`src/rtl/core/qnl_pkg.sv`:
```
// ----------------------------------------------------------------------------
// qnl_pkg: shared constants for the quaternion nlerp core
// Normalized magnitude, sum-of-squares and root widths.
// ----------------------------------------------------------------------------
package qnl_pkg;

  // the largest normalized magnitude lies in [2^29, 2^30), the others below 2^30
  localparam int VW = 30;
  // sum of four squares of normalized magnitudes
  localparam int SW = 2 * VW + 2;
  // integer square root of the sum
  localparam int RW = SW / 2;

endpackage

```
`src/rtl/core/qnl_isqrt.sv`:
```
// ----------------------------------------------------------------------------
// qnl_isqrt: pipelined integer square root
// One root bit per stage, floor(sqrt(s_i)) after RW stages.
// ----------------------------------------------------------------------------
module qnl_isqrt (
  input  logic                     clk_i,
  input  logic                     rst_ni,
  input  logic                     en_i,
  input  logic                     valid_i,
  input  logic [qnl_pkg::SW-1:0]   s_i,
  output logic                     valid_o,
  output logic [qnl_pkg::RW-1:0]   root_o
);

  localparam int RW = qnl_pkg::RW;
  localparam int W  = qnl_pkg::SW + 1;

  logic [W-1:0]  rem_q  [RW];
  logic [RW-1:0] root_q [RW];
  logic [RW-1:0] vld_q;

  for (genvar j = 0; j < RW; j++) begin : g_stage
    localparam int K = RW - 1 - j;
    logic [W-1:0]  rem_in;
    logic [W-1:0]  trial;
    logic [RW-1:0] root_in;
    logic          vld_in;

    if (j == 0) begin : g_first
      assign rem_in  = {1'b0, s_i};
      assign root_in = '0;
      assign vld_in  = valid_i;
    end else begin : g_next
      assign rem_in  = rem_q[j-1];
      assign root_in = root_q[j-1];
      assign vld_in  = vld_q[j-1];
    end

    // (root + 2^K)^2 - root^2, root has no bits below K
    assign trial = (W'(root_in) << (K + 1)) | (W'(1) << (2 * K));

    always_ff @(posedge clk_i or negedge rst_ni) begin
      if (!rst_ni) begin
        vld_q[j] <= 1'b0;
      end else if (en_i) begin
        vld_q[j] <= vld_in;
      end
    end

    always_ff @(posedge clk_i) begin
      if (en_i) begin
        if (rem_in >= trial) begin
          rem_q[j]  <= rem_in - trial;
          root_q[j] <= root_in | (RW'(1) << K);
        end else begin
          rem_q[j]  <= rem_in;
          root_q[j] <= root_in;
        end
      end
    end
  end

  assign valid_o = vld_q[RW-1];
  assign root_o  = root_q[RW-1];

endmodule

```
`config.mk`:
```
export PLATFORM = sky130hd
export DESIGN_NAME = qnl_isqrt
export DESIGN_NICKNAME = d
export VERILOG_FILES = /design/src/rtl/core/qnl_pkg.sv /design/src/rtl/core/qnl_isqrt.sv
export SDC_FILE = /design/constraint.sdc
export NUM_CORES = 2
export LEC_CHECK = 0
export BUFFER_PORTS_ARGS = -buffer_cell sky130_fd_sc_hd__buf_2
export CAP_MARGIN = 5
export CORE_UTILIZATION = 40
export CTS_BUF_LIST = sky130_fd_sc_hd__clkbuf_4 sky130_fd_sc_hd__clkbuf_8
export CTS_CLUSTER_DIAMETER = 200
export DETAILED_ROUTE_END_ITERATION = 6
export HOLD_SLACK_MARGIN = 0.12
export PLACE_DENSITY = 0.62
export SLEW_MARGIN = 20
export SYNTH_ARGS = -nofsm -noshare
export SYNTH_HDL_FRONTEND = slang
export SYNTH_SLANG_ARGS = --single-unit
export TNS_END_PERCENT = 100
```
`constraint.sdc`:
```
create_clock -name clk_i -period 5.1 [get_ports clk_i]
set_clock_uncertainty 0.1 [all_clocks]
set_input_delay 0.255 -clock clk_i [delete_from_list [all_inputs] [get_ports clk_i]]
set_output_delay 0.255 -clock clk_i [all_outputs]
set_load 0.05 [all_outputs]
```
== Word-level counts from Yosys, hierarchy flattened ==
Memory sizes are Yosys's and may differ from the RTL's.
Cells that the tools add are included.
W data, S select, Z words.

* $add $sub $neg: 31
* $mul: 0
* Divide/modulo/power cells: 0
* $lt $le $gt $ge: 31
* Eq/ne operators: 0
* Shifts and indexed selects: 0
* Mux-type cells: 248
* Bitwise operators: 62
* Reductions and logical operators: 0

{| class="wikitable"
|+ Operators with widths
! kind !! count
|-
| $mux W63 || 31
|-
| $mux W31 || 31
|-
| $mux W1 || 186
|-
| $ge A63 B32 Y1 || 1
|-
| $ge A63 B33 Y1 || 1
|-
| $ge A63 B34 Y1 || 1
|-
| $ge A63 B35 Y1 || 1
|-
| $ge A63 B36 Y1 || 1
|-
| $ge A63 B37 Y1 || 1
|-
| $ge A63 B38 Y1 || 1
|-
| $ge A63 B39 Y1 || 1
|-
| $ge A63 B40 Y1 || 1
|-
| $ge A63 B41 Y1 || 1
|-
| $ge A63 B42 Y1 || 1
|-
| $ge A63 B43 Y1 || 1
|-
| $ge A63 B44 Y1 || 1
|-
| $ge A63 B45 Y1 || 1
|-
| $ge A63 B46 Y1 || 1
|-
| $ge A63 B47 Y1 || 1
|-
| $ge A63 B48 Y1 || 1
|-
| $ge A63 B49 Y1 || 1
|-
| $ge A63 B50 Y1 || 1
|-
| $ge A63 B51 Y1 || 1
|-
| $ge A63 B52 Y1 || 1
|-
| 42 further kinds || 103
|}

* Bits in registers: 31
* Latch bits: 0
* Memory bits (writable): 2914
* Bits in read-only memories: 0
* Input port bits: 66
* Word-level logic and storage cells: 405
* Memories: 2

{| class="wikitable"
|+ Memory list
! name !! depth !! width !! rd ports !! clocked after memory_dff !! wr ports !! RTL line !! source
|-
| rem_q || 31 || 63 || 30 || 0 || 31 || qnl_isqrt.sv:18 || <nowiki>logic [W-1:0] rem_q [RW];</nowiki>
|-
| root_q || 31 || 31 || 31 || 0 || 31 || qnl_isqrt.sv:19 || <nowiki>logic [RW-1:0] root_q [RW];</nowiki>
|}

== Longest topological paths before layout ==
An unclocked memory read counts as a cell.

* Word-level depth: 6
* Mapped depth: 16
* Mapped depth without buffers: 13

== Worst setup path after synthesis ==
No wires, ideal clock.

* Kind: input -> register
* From: input en_i
* To: memory rem_q[1][441] (netlist bit) (enable)
* Library setup time: 0.476 ns
* Arrival: 3.744 ns
* Slack: 0.780 ns
* Cell stages on the path: 5
* Buffers on the path: 5
* Cell sequence: clkbuf_1 clkbuf_1 clkbuf_1 clkbuf_1 clkbuf_1

{| class="wikitable"
|+ RTL lines
! item !! RTL line !! source
|-
| from (decl) || qnl_isqrt.sv:8 || <nowiki>input logic en_i,</nowiki>
|-
| to (decl) || qnl_isqrt.sv:18 ||
|}

==> results.txt <==
status - finished clean
DRC Markers - 0
CTS tree - built
largest net degree at the start of global routing - 183
Worst path slowest cell - nor4_1
min-delay src - en_i
worst hold endpoint - root_q[1][393]
Max Root-Sink Buffers - 4
Crit Path Class - reg -> reg
Final Max Tran Viols - 0
# H-tree levels - 5
initial DRC count - 7030
Setup TNS Final - 0 ns
Worst Tran Pin Value - 1.185 ns
clock slew at reported path FFs - 0.06 ns
Netlist cell types - 97
Initial Util - 40.21%
RSZ-0062 raised after global routing - no
number of core rows - 198
slew margin rel. - 21.01%
Synth top area share - 61.27%
Final Hold Vio Count - 0
synth warn - 0
CP peak stage delay - 0.79 ns
CP required - 5.74 ns
delay-heaviest family, CP - simple AND/OR/NAND/NOR gates
via-per-instance ratio - 5.429
P&R area growth vs syn - 12.52%
Post-CTS Setup Bufs - 0
synthesized flop and latch total - 2417
Die H - 542.7 µm
die area - 0.2945 mm²
HP Class - in -> reg
Inst Count DP - 13310
core area - 0.2908 mm²
flop-to-flop setup slack - 0.33 ns
Post-Route WL - 294500 µm
RR Startpoint - rem_q[1][810]
WHS Path Cells - 2
Tmin final - 4.766 ns
crit end category - register
Worst-Skew Late Latency - 1.02 ns
Post-synth top cells - edfxtp_1 (2386), nand2_1 (699), inv_1 (633), nor2_1 (612), a21oi_1 (527)
Die X - 542.7 µm
ANT nets after route - 0
DP HPWL - 220400 µm
Layout Cells excl Fill - 14170
register area share after synthesis - 61.93%
DR WL/cell - 20.78 µm
Post-synth EDFFs - 2386
startpoint types - register
Critical R2R Capture - rem_q[1][878]
Ports - 98
CTS Buf Count - 399
Post-Place Worst Slack - 0.4991 ns
Synth area leader - edfxtp_1
CP cell instances - or4_1, or2_2, or4_1, nor4_1, o21ai_1, o21ba_2, inv_2, nand2b_1, nand2b_1, nor3_1, xor2_1
top-count cell post-synth - edfxtp_1
Max FO, Critical Path - 26
TritonRoute pass-1 iters - 6
Worst R2R Path Depth - 11
root buf cell - clkbuf_8
total number of vias - 76930
Mapped Cells - 9462
clock sinks - 2417
Syn Std Cell Area - 0.1169 mm²
Synth area leaders - edfxtp_1 (61%), ha_1 (5.6%), xnor2_1 (3.4%)
Pwr Density - 429.2 mW/mm²
fmax - 0.2098 GHz
Final #Nets - 10540
maximum VDD drop - 0.0002459 V
PnR worst setup slack - 0.3336 ns
hold_ws - 0.2540 ns
initial antenna violation count - 13
GRT Overall Usage - 19.51%
ratio of cells with drive above 1 in the final layout - 9.518%
GPL Wtd Cong - 0.9569
Buf/Inv on CP - 1
ys async rst share - 1.283%
final design area excluding fillers - 0.1316 mm²
total congestion overflow - 0
number of global-route vias before repair - 75040
Worst Path Arrival - 5.41 ns
Port Buffer Count - 97
first-pass GRT wire length - 446500 µm
setup violators final - 0
top_reg_cell synth - edfxtp_1
area of placed instances - 0.1222 mm²
Leak Pwr - 49.21 nW
Avg Inst Size Synth - 12.36 µm²
max-capacitance violation count - 0
post-synthesis net count - 10050
crit share post-route - 93.46%
[worst max path at each step]
stage | from | to | slack [ns] | depth (start not counted)
after floorplan | en_i | rem_q[1][441] | 0.78 | 5
after global placement | rem_q[1][810] | rem_q[1][878] | 0.43 | 11
after detailed placement | rem_q[1][810] | rem_q[1][878] | 0.50 | 11
after CTS | rem_q[1][810] | rem_q[1][878] | 0.48 | 11
after global routing | rem_q[1][810] | rem_q[1][878] | 0.05 | 11
final | rem_q[1][810] | rem_q[1][878] | 0.33 | 11
[cells by family after synthesis]
logic type      Yosys count  share of synthesized area [%]
flops                  2417                          61.93
xor+xnor                864                          6.471
simple gates           2956                          13.02
fa+ha+maj               525                          5.617
compound gates         1726                          9.133
mux                     106                          1.015
buf+inv                 868                          2.813
[metrics by stage]
| step | power [mW] | util (%) |
|---|---|---|
| 6_report | 56.47 | 45.24 |
| 3_5_place_dp | 39.34 | 42.03 |
| 3_3_place_gp | 39.17 | 42.03 |
| 2_1_floorplan | 35.46 | - |
| 5_1_grt | 59.21 | 45.24 |
| 4_1_cts | 56.82 | 45.23 |
[layout by cell type (no fill, tap or decap), drive strengths merged, types with 185 or more instances in the layout]
master / instances
edfxtp: 2386
nand2: 699
inv: 652
nor2: 612
a21oi: 527
ha: 525
clkbuf: 490
o21ai: 465
xnor2: 458
xor2: 406
nor4: 363
nor3: 285
a21o: 275
buf: 185
[metal layers]
metal | wire length, µm | track usage, % | vias up | part of all wire (%)
li1 | - | - | 36390 | -
met2 | 140400 | 32.71 | 2536 | 48
met3 | 19320 | 3.252 | 560 | 6.6
met4 | 8297 | 5.657 | 4 | 2.8
met1 | 126400 | 25.92 | 37440 | 43
met5 | 54 | 0 | - | 0.018
[registers in the layout, indices dropped and copies added, names as in the netlist]
| register | cells |
|---|---|
| valid_o | 1 |
| g_stage.vld_in | 30 |
| root_q | 496 |
| rem_q | 1890 |
[power breakdown]
part | leakage [nW] | internal, mW | total [mW] | switching, mW
clock | 4.19 | 9.23 | 17.3 | 8.03
combinational | 21.7 | 4.81 | 12.0 | 7.22
sequential | 23.3 | 25.1 | 27.2 | 2.04
total | 49.2 | 39.2 | 56.5 | 17.3
[timing repair]
item / in CTS / in global routing
hold buffers: 132 / 0
endpoints found under the setup margin: 0 / 0
gates resized for setup: 0 / 0
hold endpoints to repair: 797 / 0
[layout make-up]
| type | instances | area [µm²] |
|---|---|---|
| flip-flops and latches | 2417 | 72420 |
| fillers | 26270 | 159300 |
| clock buffers | 490 | 6193 |
| well taps | 3900 | 4880 |
| multi-input cells | 6177 | 41290 |
| repair buffers | 316 | 2597 |
| diodes | 6 | 15.01 |
| clock inverters | 229 | 1789 |
| inverters | 636 | 2387 |
[worst register-to-register path, cell delays in order, from the launching register on]
cell and delay, ns:
edfxtp_1 0.46, or4_1 0.54, or2_2 0.40, or4_1 0.48, nor4_1 0.79, o21ai_1 0.13, o21ba_2 0.73, inv_2 0.08
nand2b_1 0.14, nand2b_1 0.38, nor3_1 0.11, xor2_1 0.16
(Power assumes the default switching activity.)
